<file path="config.mk">
export PLATFORM = sky130hd
export DESIGN_NAME = calendar_minute_clock_core
export DESIGN_NICKNAME = d
export VERILOG_FILES = /design/src/rtl/cmc_pkg.sv /design/src/rtl/calendar_minute_clock_core.sv /design/src/rtl/cmc_advance.sv /design/src/rtl/cmc_weekday.sv
export SDC_FILE = /design/constraint.sdc
export NUM_CORES = 1
export LEC_CHECK = 0
export ABC_AREA = 1
export ABC_CLOCK_PERIOD_IN_PS = 13050
export BUFFER_PORTS_ARGS = -buffer_cell sky130_fd_sc_hd__clkbuf_2
export CORE_ASPECT_RATIO = 0.75
export CORE_MARGIN = 8
export CORE_UTILIZATION = 25
export CTS_CLUSTER_DIAMETER = 80
export DETAILED_ROUTE_END_ITERATION = 10
export GPL_TIMING_DRIVEN = 0
export HOLD_SLACK_MARGIN = 0.03
export PLACE_DENSITY_LB_ADDON = 0.15
export REMOVE_ABC_BUFFERS = 1
export SETUP_SLACK_MARGIN = 0.4
export SLEW_MARGIN = 20
export SYNTH_ARGS = -nofsm -noshare
export SYNTH_HDL_FRONTEND = slang
export SYNTH_SLANG_ARGS = --single-unit
</file>
<file path="constraint.sdc">
create_clock -name clk -period 13.05 [get_ports clk]
set_clock_uncertainty 0.05 [all_clocks]
set_input_delay 0.6525 -clock clk [delete_from_list [all_inputs] [get_ports clk]]
set_output_delay 0.6525 -clock clk [all_outputs]
set_load 0.005 [all_outputs]
</file>
<file path="src/rtl/cmc_pkg.sv">
// ----------------------------------------------------------------------------
// cmc_pkg
// Shared types, constants and calendar helpers for the minute clock core.
// ----------------------------------------------------------------------------
package cmc_pkg;

    localparam logic [11:0] YEAR_MAX     = 12'd4095;
    localparam logic [11:0] VALID_YEAR   = 12'd2020;
    localparam logic [4:0]  HOUR_LAST    = 5'd23;
    localparam logic [5:0]  MINUTE_LAST  = 6'd59;
    localparam logic [3:0]  MONTH_LAST   = 4'd12;
    localparam logic [3:0]  MONTH_FEB    = 4'd2;
    localparam logic [3:0]  MONTH_MAR    = 4'd3;
    localparam logic [12:0] CYCLE_YEARS  = 13'd400;
    localparam logic [3:0]  WEEK_DAYS    = 4'd7;
    localparam logic [11:0] DIV25_MUL    = 12'd2622;  // ceil(2^16 / 25)
    localparam logic [11:0] DIV25_BASE   = 12'd25;

    typedef enum logic [1:0] {
        OP_TICK = 2'd0,
        OP_SET  = 2'd1,
        OP_READ = 2'd2
    } op_t;

    typedef struct packed {
        op_t         op;
        logic [11:0] set_year;
        logic [3:0]  set_month;
        logic [4:0]  set_day;
        logic [4:0]  set_hour;
        logic [5:0]  set_minute;
        logic [5:0]  set_second;
    } req_t;

    typedef struct packed {
        logic [11:0] cur_year;
        logic [3:0]  cur_month;
        logic [4:0]  cur_day;
        logic [4:0]  cur_hour;
        logic [5:0]  cur_minute;
        logic [5:0]  cur_second;
        logic [2:0]  day_of_week;
        logic        time_valid;
    } rsp_t;

    typedef struct packed {
        logic [11:0] year;
        logic [3:0]  month;
        logic [4:0]  day;
        logic [4:0]  hour;
        logic [5:0]  minute;
        logic [5:0]  second;
    } clock_t;

    // floor(x / 25) for x < 4096 by reciprocal multiply; exact over that range
    function automatic logic [7:0] div25(input logic [11:0] x);
        logic [23:0] prod;
        prod = {12'd0, x} * {12'd0, DIV25_MUL};
        return prod[23:16];
    endfunction

    function automatic logic is_leap(input logic [11:0] y);
        logic [7:0]  q;
        logic [11:0] back;
        logic        by25;
        q    = div25(y);
        back = {4'd0, q} * DIV25_BASE;
        by25 = (back == y);
        // div by 100 means div by 4 and 25; div by 400 adds div by 16
        return (y[1:0] == 2'd0) && (!by25 || (y[3:0] == 4'd0));
    endfunction

    // out-of-range months count as 31 days
    function automatic logic [4:0] month_days(input logic [11:0] y, input logic [3:0] m);
        logic [4:0] len;
        unique case (m)
            4'd2:                    len = is_leap(y) ? 5'd29 : 5'd28;
            4'd4, 4'd6, 4'd9, 4'd11: len = 5'd30;
            default:                 len = 5'd31;
        endcase
        return len;
    endfunction

    // Sakamoto month offsets; out-of-range months use 0
    function automatic logic [2:0] wd_offset(input logic [3:0] m);
        logic [2:0] off;
        unique case (m)
            4'd2, 4'd6:  off = 3'd3;
            4'd3, 4'd11: off = 3'd2;
            4'd4:        off = 3'd5;
            4'd7:        off = 3'd5;
            4'd8:        off = 3'd1;
            4'd9, 4'd12: off = 3'd4;
            4'd10:       off = 3'd6;
            default:     off = 3'd0;
        endcase
        return off;
    endfunction

endpackage

</file>
<file path="src/rtl/calendar_minute_clock_core.sv">
// ----------------------------------------------------------------------------
// calendar_minute_clock_core
// Pipeline: an accepted request updates the clock registers (stage 1), then
//          the response register (stage 2) loads it and rsp_valid rises.
// Throughput: one request per cycle while the response is not stalled.
// Reset (rst_n low, async): date 0000-01-01 00:00:00, pipeline emptied.
// ----------------------------------------------------------------------------
module calendar_minute_clock_core (
    input  logic           clk,
    input  logic           rst_n,
    input  logic           req_valid,
    output logic           req_ready,
    input  cmc_pkg::req_t  req,
    output logic           rsp_valid,
    input  logic           rsp_ready,
    output cmc_pkg::rsp_t  rsp
);
    import cmc_pkg::*;

    // Stage 1: the clock registers themselves. An accepted transaction
    // updates them and marks stage 1 occupied.
    // Stage 2: the response register. It samples the clock registers after
    // the update once it is free, adds the weekday and the valid flag, and holds
    // until the consumer takes it. Because a later transaction only touches
    // the clock registers at the same edge that stage 2 samples them, each
    // response reflects exactly its own transaction.

    clock_t clk_reg;
    clock_t clk_next;
    logic   s1_valid_reg;
    logic   s1_valid_next;
    rsp_t   rsp_reg;
    rsp_t   rsp_next;
    logic   rsp_valid_reg;
    logic   rsp_valid_next;
    logic   req_fire;
    logic   s2_load;
    logic [2:0] wday;

    cmc_advance u_advance (
        .req (req),
        .cur (clk_reg),
        .nxt (clk_next)
    );

    cmc_weekday u_weekday (
        .year  (clk_reg.year),
        .month (clk_reg.month),
        .day   (clk_reg.day),
        .wday  (wday)
    );

    // stage 2 can take a new response when empty or being drained
    assign s2_load   = !rsp_valid_reg || rsp_ready;
    // stage 1 may refill when empty or when its transaction moves on
    assign req_ready = !s1_valid_reg || s2_load;
    assign req_fire  = req_valid && req_ready;

    always_comb
    begin
        s1_valid_next = s1_valid_reg;
        if (req_fire)
        begin
            s1_valid_next = 1'b1;
        end
        else if (s2_load)
        begin
            s1_valid_next = 1'b0;
        end
    end

    always_comb
    begin
        rsp_valid_next = rsp_valid_reg;
        rsp_next       = rsp_reg;
        if (s2_load)
        begin
            rsp_valid_next = s1_valid_reg;
        end
        if (s2_load && s1_valid_reg)
        begin
            rsp_next.cur_year    = clk_reg.year;
            rsp_next.cur_month   = clk_reg.month;
            rsp_next.cur_day     = clk_reg.day;
            rsp_next.cur_hour    = clk_reg.hour;
            rsp_next.cur_minute  = clk_reg.minute;
            rsp_next.cur_second  = clk_reg.second;
            rsp_next.day_of_week = wday;
            // weekday is reported even when the time is flagged invalid
            rsp_next.time_valid  = (clk_reg.hour <= HOUR_LAST)
                                && (clk_reg.year >= VALID_YEAR);
        end
    end

    always_ff @(posedge clk or negedge rst_n)
    begin
        if (!rst_n)
        begin
            clk_reg       <= '{year: 12'd0, month: 4'd1, day: 5'd1,
                               hour: 5'd0, minute: 6'd0, second: 6'd0};
            s1_valid_reg  <= 1'b0;
            rsp_valid_reg <= 1'b0;
        end
        else
        begin
            if (req_fire)
            begin
                clk_reg <= clk_next;
            end
            s1_valid_reg  <= s1_valid_next;
            rsp_valid_reg <= rsp_valid_next;
        end
    end

    // response payload carries no reset
    always_ff @(posedge clk)
    begin
        rsp_reg <= rsp_next;
    end

    assign rsp_valid = rsp_valid_reg;
    assign rsp       = rsp_reg;

endmodule

</file>
<file path="src/rtl/cmc_advance.sv">
// ----------------------------------------------------------------------------
// cmc_advance
// Next clock state for one transaction: minute tick with carries, load, or hold on read.
// ----------------------------------------------------------------------------
module cmc_advance (
    input  cmc_pkg::req_t   req,
    input  cmc_pkg::clock_t cur,
    output cmc_pkg::clock_t nxt
);
    import cmc_pkg::*;

    always_comb
    begin
        logic [6:0] min_inc;
        logic [5:0] hour_inc;
        logic [5:0] day_inc;
        logic [4:0] mon_inc;
        min_inc  = {1'b0, cur.minute} + 7'd1;
        hour_inc = {1'b0, cur.hour} + 6'd1;
        day_inc  = {1'b0, cur.day} + 6'd1;
        mon_inc  = {1'b0, cur.month} + 5'd1;
        nxt      = cur;
        unique case (req.op)
            OP_SET:
            begin
                nxt.year   = req.set_year;
                nxt.month  = req.set_month;
                nxt.day    = req.set_day;
                nxt.hour   = req.set_hour;
                nxt.minute = req.set_minute;
                nxt.second = req.set_second;
            end
            OP_TICK:
            begin
                // unknown hour freezes the clock
                if (cur.hour <= HOUR_LAST)
                begin
                    nxt.second = '0;
                    if (min_inc <= {1'b0, MINUTE_LAST})
                    begin
                        nxt.minute = min_inc[5:0];
                    end
                    else
                    begin
                        nxt.minute = '0;
                        if (hour_inc <= {1'b0, HOUR_LAST})
                        begin
                            nxt.hour = hour_inc[4:0];
                        end
                        else
                        begin
                            nxt.hour = '0;
                            if (day_inc <= {1'b0, month_days(cur.year, cur.month)})
                            begin
                                nxt.day = day_inc[4:0];
                            end
                            else
                            begin
                                nxt.day = 5'd1;
                                if (mon_inc <= {1'b0, MONTH_LAST})
                                begin
                                    nxt.month = mon_inc[3:0];
                                end
                                else
                                begin
                                    nxt.month = 4'd1;
                                    if (cur.year < YEAR_MAX)
                                    begin
                                        nxt.year = cur.year + 12'd1;
                                    end
                                end
                            end
                        end
                    end
                end
            end
            default:
            begin
                nxt = cur;
            end
        endcase
    end

endmodule

</file>
<file path="src/rtl/cmc_weekday.sv">
// ----------------------------------------------------------------------------
// cmc_weekday
// Sakamoto weekday of a date, 0 is Sunday; mod 7 by octal digit folding.
// ----------------------------------------------------------------------------
module cmc_weekday (
    input  logic [11:0] year,
    input  logic [3:0]  month,
    input  logic [4:0]  day,
    output logic [2:0]  wday
);
    import cmc_pkg::*;

    always_comb
    begin
        logic [12:0] yy;
        logic [2:0]  off;
        logic [10:0] q4;
        logic [7:0]  q100;
        logic [12:0] sum;
        logic [4:0]  f1;
        logic [3:0]  f2;
        logic [3:0]  f3;
        // +400 keeps year 0 well defined and leaves the weekday unchanged
        yy  = {1'b0, year} + CYCLE_YEARS;
        off = 3'd0;
        if ((month >= 4'd1) && (month <= MONTH_LAST))
        begin
            off = wd_offset(month);
            if (month < MONTH_MAR)
            begin
                yy = yy - 13'd1;
            end
        end
        q4   = yy[12:2];
        q100 = div25({1'b0, q4});        // floor(yy / 100)
        sum  = yy + {2'b0, q4} - {5'b0, q100} + {7'b0, q100[7:2]}
             + {10'b0, off} + {8'b0, day};
        // 8 = 1 mod 7: add octal digits, twice, then one correction
        f1   = {2'b0, sum[2:0]} + {2'b0, sum[5:3]} + {2'b0, sum[8:6]}
             + {2'b0, sum[11:9]} + {4'b0, sum[12]};
        f2   = {1'b0, f1[2:0]} + {2'b0, f1[4:3]};
        f3   = f2 - WEEK_DAYS;
        wday = (f2 >= WEEK_DAYS) ? f3[2:0] : f2[2:0];
    end

endmodule

</file>
=== After elaboration in Yosys (flattened, before gate mapping) ===
Memory sizes are Yosys's and may differ from the RTL's.
Index checks and enable logic that the tools add are counted.

* Equal/unequal tests: 13
* Add/sub/neg operators: 18
* Reduce and logical (&&, ||, !) cells: 22
* Mux-type cells: 23
* Order comparisons: 11
* Multiply operators: 3

{| class="wikitable"
|+ Operators with widths
! kind !! count
|-
| 38-bit case mux with 2 select lines || 1
|-
| 38-bit two-way mux || 1
|-
| 5-bit two-way mux || 6
|-
| 13-bit by 5-bit adder with 13-bit output || 2
|-
| 13-bit two-way mux || 2
|-
| 26-bit two-way mux || 1
|-
| 12-bit two-way mux || 2
|-
| 12-bit by 11-bit multiplier with 23-bit output, second input constant || 1
|-
| 11-bit by 11-bit multiplier with 22-bit output, second input constant || 1
|-
| 21-bit two-way mux || 1
|-
| 16-bit two-way mux || 1
|-
| 12-bit by 9-bit adder with 13-bit output, second input constant || 1
|-
| 13-bit by 11-bit adder with 13-bit output || 1
|-
| 13-bit by 3-bit adder with 13-bit output || 1
|-
| 13-bit by 1-bit subtractor with 13-bit output, second input constant || 1
|-
| 13-bit by 7-bit subtractor with 13-bit output || 1
|-
| 12-bit by 1-bit adder with 12-bit output, second input constant || 1
|-
| 5-bit by 1-bit adder with 6-bit output, second input constant || 2
|-
| 12-bit equality test || 1
|-
| 12-bit by 11-bit >= comparator with 1-bit output, second input constant || 1
|-
| 12-bit < comparator, second input constant || 1
|-
| 8-bit by 5-bit multiplier with 12-bit output, second input constant || 1
|-
| 5-bit by 3-bit adder with 5-bit output || 2
|-
| 2-bit != test, second input constant || 5
|-
| other kinds (37) || 52
|}

* Input port bits: 44
* Output and inout port bits: 44
* Bits in read-only memories: 48
* Word-level logic and storage cells: 107
* Bits in registers: 82
* Memories: 1

{| class="wikitable"
|+ Memories
! name !! depth !! width !! rd ports !! clocked after Yosys merged registers in !! write ports !! RTL line !! source
|-
| (name not given) || 16 || 3 || 1 || 0 || 0 || cmc_pkg.sv:87 || <nowiki>unique case (m)</nowiki>
|}

=== Logic depth before layout (Yosys ltp) ===
* Word-level depth: 18
* Depth in mapped cells: 62

=== Hierarchy ===
A second synthesis with hierarchy kept.

* Cells, all modules: 1696
* Area, all modules: 13424.1 sq um

{| class="wikitable"
|+ By module, submodules not included
! module !! seq. area each (sq um) !! cells an instance !! area an instance (sq um) !! times used
|-
| cmc_advance || 0.0 || 817 || 5525.3 || 1
|-
| cmc_weekday || 0.0 || 652 || 4986.0 || 1
|-
| calendar_minute_clock_core || 2264.7 || 227 || 2912.8 || 1
|}

=== Least setup slack after synthesis ===
Ideal clock, no wire load.

* Kind: reg2reg
* Start: reg clk_reg[33] in the netlist's numbering
* End: reg rsp_reg (netlist bit rsp[1]) (data pin)
* Stages on the path, launching flop included: 54
* Library setup time: 0.269 ns
* Data arrival time: 11.251 ns
* Setup slack: 1.480 ns
* Period minus slack after synthesis: 11.570 ns
* Buffers on the path: 1
* Cell sequence: dfrtp_1 > buf_6 > inv_1 > ha_1 > a21oi_4 > xor2_2 > inv_1 > nor2_1 > nand2_4 > xor2_1 > inv_1 > fa_1 > inv_1 > ha_1 > ha_1 > fa_1 > inv_1 > fa_1 > [... 18 more ...] > xnor2_1 > inv_1 > ha_1 > xnor2_1 > fa_1 > inv_1 > ha_1 > a21oi_1 > nand2_1 > xor2_1 > ha_1 > inv_1 > fa_1 > inv_1 > ha_1 > inv_1 > o22ai_1 > xor2_1

* Longest elaborated chain between the ends: 16

{| class="wikitable"
|+ RTL lines
! what !! RTL line !! source
|-
| start: declaration || calendar_minute_clock_core.sv:28 || <nowiki>clock_t clk_reg;</nowiki>
|-
| start signal: assignment || calendar_minute_clock_core.sv:99 || <nowiki>clk_reg <= '{year: 12'd0, month: 4'd1, day: 5'd1,</nowiki>
|-
| start signal: assignment || calendar_minute_clock_core.sv:108 || <nowiki>clk_reg <= clk_next;</nowiki>
|-
| 12-bit by 9-bit adder with 13-bit output (*) || cmc_weekday.sv:24 || <nowiki>yy = {1'b0, year} + CYCLE_YEARS;</nowiki>
|-
| 13-bit by 1-bit subtractor with 13-bit output || cmc_weekday.sv:31 || <nowiki>yy = yy - 13'd1;</nowiki>
|-
| 13-bit two-way mux || cmc_weekday.sv:29 || <nowiki>if (month < MONTH_MAR)</nowiki>
|-
| 13-bit two-way mux (*) || cmc_weekday.sv:26 || <nowiki>if ((month >= 4'd1) && (month <= MONTH_LAST))</nowiki>
|-
| 11-bit by 11-bit multiplier with 22-bit output or 13-bit by 11-bit adder with 13-bit output (tied branches) || cmc_pkg.sv:58, cmc_weekday.sv:36 ||
|-
| 13-bit by 7-bit subtractor with 13-bit output || cmc_weekday.sv:36 || <nowiki>sum = yy + {2'b0, q4} - {5'b0, q100} + {7'b0, q100[7:2]}</nowiki>
|-
| 13-bit by 5-bit adder with 13-bit output (*) || cmc_weekday.sv:36 ||
|-
| 13-bit by 3-bit adder with 13-bit output (*) || cmc_weekday.sv:37 || <nowiki>+ {10'b0, off} + {8'b0, day};</nowiki>
|-
| 13-bit by 5-bit adder with 13-bit output (*) || cmc_weekday.sv:37 ||
|-
| 3-bit by 3-bit adder with 4-bit output || cmc_weekday.sv:39 || <nowiki>f1 = {2'b0, sum[2:0]} + {2'b0, sum[5:3]} + {2'b0, sum[8:6]}</nowiki>
|-
| 5-bit by 3-bit adder with 5-bit output || cmc_weekday.sv:39 ||
|-
| 5-bit by 3-bit adder with 5-bit output || cmc_weekday.sv:40 || <nowiki>+ {2'b0, sum[11:9]} + {4'b0, sum[12]};</nowiki>
|-
| 5-bit by 1-bit adder with 5-bit output (*) || cmc_weekday.sv:40 ||
|-
| 3-bit by 2-bit adder with 4-bit output (*) || cmc_weekday.sv:41 || <nowiki>f2 = {1'b0, f1[2:0]} + {2'b0, f1[4:3]};</nowiki>
|-
| 4-bit by 3-bit >= comparator with 1-bit output or 3-bit subtractor (tied branches) || cmc_weekday.sv:43, cmc_weekday.sv:42 ||
|-
| 3-bit two-way mux (*) || cmc_weekday.sv:43 || <nowiki>wday = (f2 >= WEEK_DAYS) ? f3[2:0] : f2[2:0];</nowiki>
|-
| net u_weekday.wday[0] || cmc_weekday.sv:9 || <nowiki>output logic [2:0] wday</nowiki>
|-
| end signal: assignment || calendar_minute_clock_core.sv:118 || <nowiki>rsp_reg <= rsp_next;</nowiki>
|-
| end: declaration || calendar_minute_clock_core.sv:32 || <nowiki>rsp_t rsp_reg;</nowiki>
|}

Mark *: on every way through the listed nets, which the timed path passes. The rest lies on a longest branch.
A chain may end at the register's enable or synchronous reset.

=== Final worst setup path ===
* Start: reg clk_reg[22] in the netlist's numbering
* End: reg rsp_reg (netlist bit rsp[1]) (data pin)

* Longest elaborated chain between the ends: 15

{| class="wikitable"
|+ RTL lines
! what !! RTL line
|-
| 4-bit by 2-bit < comparator with 1-bit output (tied with other cells) || cmc_weekday.sv:29
|-
| 13-bit two-way mux or 1-bit logical AND (tied branches) || cmc_weekday.sv:29, cmc_weekday.sv:26
|-
| 13-bit two-way mux || cmc_weekday.sv:26
|-
| 11-bit by 11-bit multiplier with 22-bit output or 13-bit by 11-bit adder with 13-bit output (tied branches) || cmc_pkg.sv:58, cmc_weekday.sv:36
|-
| 13-bit by 7-bit subtractor with 13-bit output || cmc_weekday.sv:36
|-
| 13-bit by 5-bit adder with 13-bit output || cmc_weekday.sv:36
|-
| 13-bit by 3-bit adder with 13-bit output (*) || cmc_weekday.sv:37
|-
| 13-bit by 5-bit adder with 13-bit output (*) || cmc_weekday.sv:37
|-
| 3-bit by 3-bit adder with 4-bit output || cmc_weekday.sv:39
|-
| 5-bit by 3-bit adder with 5-bit output || cmc_weekday.sv:39
|-
| 5-bit by 3-bit adder with 5-bit output || cmc_weekday.sv:40
|-
| 5-bit by 1-bit adder with 5-bit output (*) || cmc_weekday.sv:40
|-
| 3-bit by 2-bit adder with 4-bit output (*) || cmc_weekday.sv:41
|-
| 4-bit by 3-bit >= comparator with 1-bit output or 3-bit subtractor (tied branches) || cmc_weekday.sv:43, cmc_weekday.sv:42
|-
| 3-bit two-way mux (*) || cmc_weekday.sv:43
|-
| net u_weekday.wday[0] || cmc_weekday.sv:9
|}

Marked as above.

==> impl_metrics.tcl <==
set metrics [dict create \
    rows 71 \
    fp.dieArea_sq_um 57770 \
    wl_um 33210 \
    gp_congestion 0.8030 \
    outcome "finished clean" \
    avgViaCountPerCell 4.273 \
    drive_above_1_share_pct 13.63 \
    final_max_slew_viol_count 0 \
    end_kind "flip-flop" \
    grt_usage_pct 11.70 \
    post-route-period-util_pct 92.45 \
    final_cell_mix "inv_1, ha_1, nand2_1" \
    design_area_sq_um 14550 \
    cts_buffers 9 \
    fin_crit_ns 12.06 \
    fillerInstances 5344 \
    synthArstFlopShare_pct 48.78 \
    antenna_found_initial 0 \
    required_ns 13.10 \
    setup_viol 0 \
    syn_area_per_cell_sq_um 8.619 \
    maxClockFrequency_mhz 82.89 \
    grt_overflow 0 \
    max_stage_delay_ns 0.61 \
    rsz0062_at_grt "false" \
    hold_buffers 0 \
    grt_max_degree 41 \
    cts_buffer_depth 2 \
    vias 9581 \
    yosys_warnings 0 \
    die-height_um 210.2 \
    diodes 0 \
    ys_seq_elements 82 \
    synth_area_sq_um 12570 \
    hold_viol_final 0 \
    avgRoutedWirePerCell_um 14.81 \
    hp-class "in -> async" \
    cp_slowest_cell "dfstp_2" \
    path_max_fanout 7 \
    initial_core_util_pct 25.17 \
    die_w_um 274.9 \
    hpwlAfterDp_um 27330 \
    ys_types 56 \
    dpl_cell_area_sq_um 13820 \
    cts_tree "yes" \
    seqCellArea_sq_um 2296 \
    final_common_cell "inv_1" \
    io_pins 88 \
    largest_register_ffs 42 \
    worstPathArrival_ns 12.11 \
    max_cap_viol_count 0 \
    dp_slack_ns -0.3803 \
    synth_flop_cell "edfxtp_1" \
    cts-root-buf "clkbuf_16" \
    core_area_sq_um 49930 \
    finalWorstSetupSlack_ns 0.9858 \
    area_growth_pct 15.75 \
    drt_first_pass_iters 5 \
    grt_pass1_wl_um 54570 \
    layout.nets 1992 \
    worst_pin_slew_ns 0.9637 \
    slew-limit-headroom_pct 35.76 \
    cpMostUsedCell "inv_1" \
    drt_first_iter_violations 454 \
    clock_sink_count 82 \
    path_clk_slew_ns 0.07 \
    postSynthCellCount 1458 \
    grt_pass1_vias 9820 \
    yosysSeqAreaShare_pct 18.02 \
    insertion_delay_ns 0.35 \
    htreeDepth 3 \
    io_buffers 87 \
    postRouteAntennaNets 0 \
    drc 0 \
    multi_input_area_sq_um 9243 \
    synth-edff-count 42 \
    criticalPathCategory "reg -> reg" \
    fin_tns_setup_ns 0 \
    startpoint_type "flip-flop" \
]
cells by family (layout without fill, tap and decap cells):
kind of cell	count (synthesis)	in the layout	share of synthesized area, %
adders and majority gates	368	368	42.68
and+or+nand+nor	460	460	16.60
buffers and inverters	309	436	9.529
xor gates and xnor gates	69	69	5.227
AOI/OAI and AO/OA	170	170	7.946
DFF	82	82	18.02
path summary, 6_finish.rpt:
path / startpoint / endpoint / slack [ns] / cells after the start
setup / recovery: clk_reg[22]$_DFFE_PN1P_ / rsp[1]$_DFFE_PP_ / 0.99 / 49
hold / removal: rst_n / clk_reg[11]$_DFFE_PN0P_ / 0.29 / 1
setup reg to reg: clk_reg[22]$_DFFE_PN1P_ / rsp[1]$_DFFE_PP_ / 0.99 / 49
hold reg to reg: clk_reg[4]$_DFFE_PN0P_ / rsp[8]$_DFFE_PP_ / 0.40 / 0
max in group asynchronous: rst_n / clk_reg[28]$_DFFE_PN0P_ / 12.19 / 1
min in group clk: clk_reg[4]$_DFFE_PN0P_ / rsp[8]$_DFFE_PP_ / 0.40 / 0
cell type report:
type	count	share of cell area (%)
multi-input cells	1067	63.54
flip-flops and latches	82	15.78
inverters	292	7.639
well taps	657	5.652
repair buffers	128	5.488
clock buffers	9	1.548
clock inverters	7	0.3441
layer usage:
layer  vias to the layer above  part of all wire (%)  global-route usage [%]
met2                       134                    40                   17.80
met1                      4479                    56                   18.33
met5                         -                     0                       0
li1                       4951                     -                       -
met3                        17                   3.2                  0.9172
met4                         0                  0.73                   1.240
worst max-delay path, delay by kind of cell, from the launching register on:
family / cells / cell delay (ns)
DFF: 1 / 0.61
AOI/OAI and AO/OA: 7 / 1.00
adders and majority gates: 18 / 7.07
xor gates and xnor gates: 6 / 1.40
buffers and inverters: 11 / 0.78
and+or+nand+nor: 7 / 0.87
Yosys cell counts, types with 2 or more instances:
library cell,n,area share (%)
o21ai_0,56,2.2
a21oi_4,2,0.26
fa_1,101,16
buf_2,3,0.12
nor2_1,63,1.9
a22oi_1,3,0.18
nand4_2,2,0.20
nor2_8,3,0.48
ha_1,267,27
nor2_2,3,0.15
a21oi_1,73,2.9
dfrtp_1,38,7.6
buf_6,4,0.36
o2111ai_1,2,0.14
o21a_1,2,0.12
inv_1,290,8.7
o31ai_1,6,0.36
xnor2_1,22,1.5
nand2_2,3,0.15
a31oi_1,2,0.10
dfstp_2,2,0.42
nand3_1,71,2.8
a21o_1,3,0.18
nand2_4,5,0.45
nand4_1,23,1.1
xor2_2,2,0.26
xor2_4,2,0.44
o21bai_1,7,0.42
edfxtp_1,42,10
clkbuf_1,9,0.27
nand2_1,264,7.9
o22ai_1,4,0.20
or2_2,4,0.20
nor3_1,9,0.36
nand3b_1,3,0.18
xor2_1,43,3.0
timing repair:
item                                    in CTS  in global routing
endpoints found under the setup margin       3                  3
hold endpoints to repair                     0                  0
gates resized for setup                     15                 29
pin swaps                                    0                  3
buffers inserted                             3                 34
through the flow:
step | hold WS [ns] | utilization (%) | cells
2_1_floorplan | 0.3069 | - | 1441
3_3_place_gp | 0.3778 | 27.48 | 2185
4_1_cts | 0.3019 | 28.37 | 2208
3_5_place_dp | 0.3832 | 27.69 | 2189
6_report | 0.2875 | 29.13 | 2242
5_1_grt | 0.3330 | 29.13 | 2242
Power is left out: the tool's default activity adds up to more than one toggle a clock period on the data nets, which glitch-free logic cannot reach.
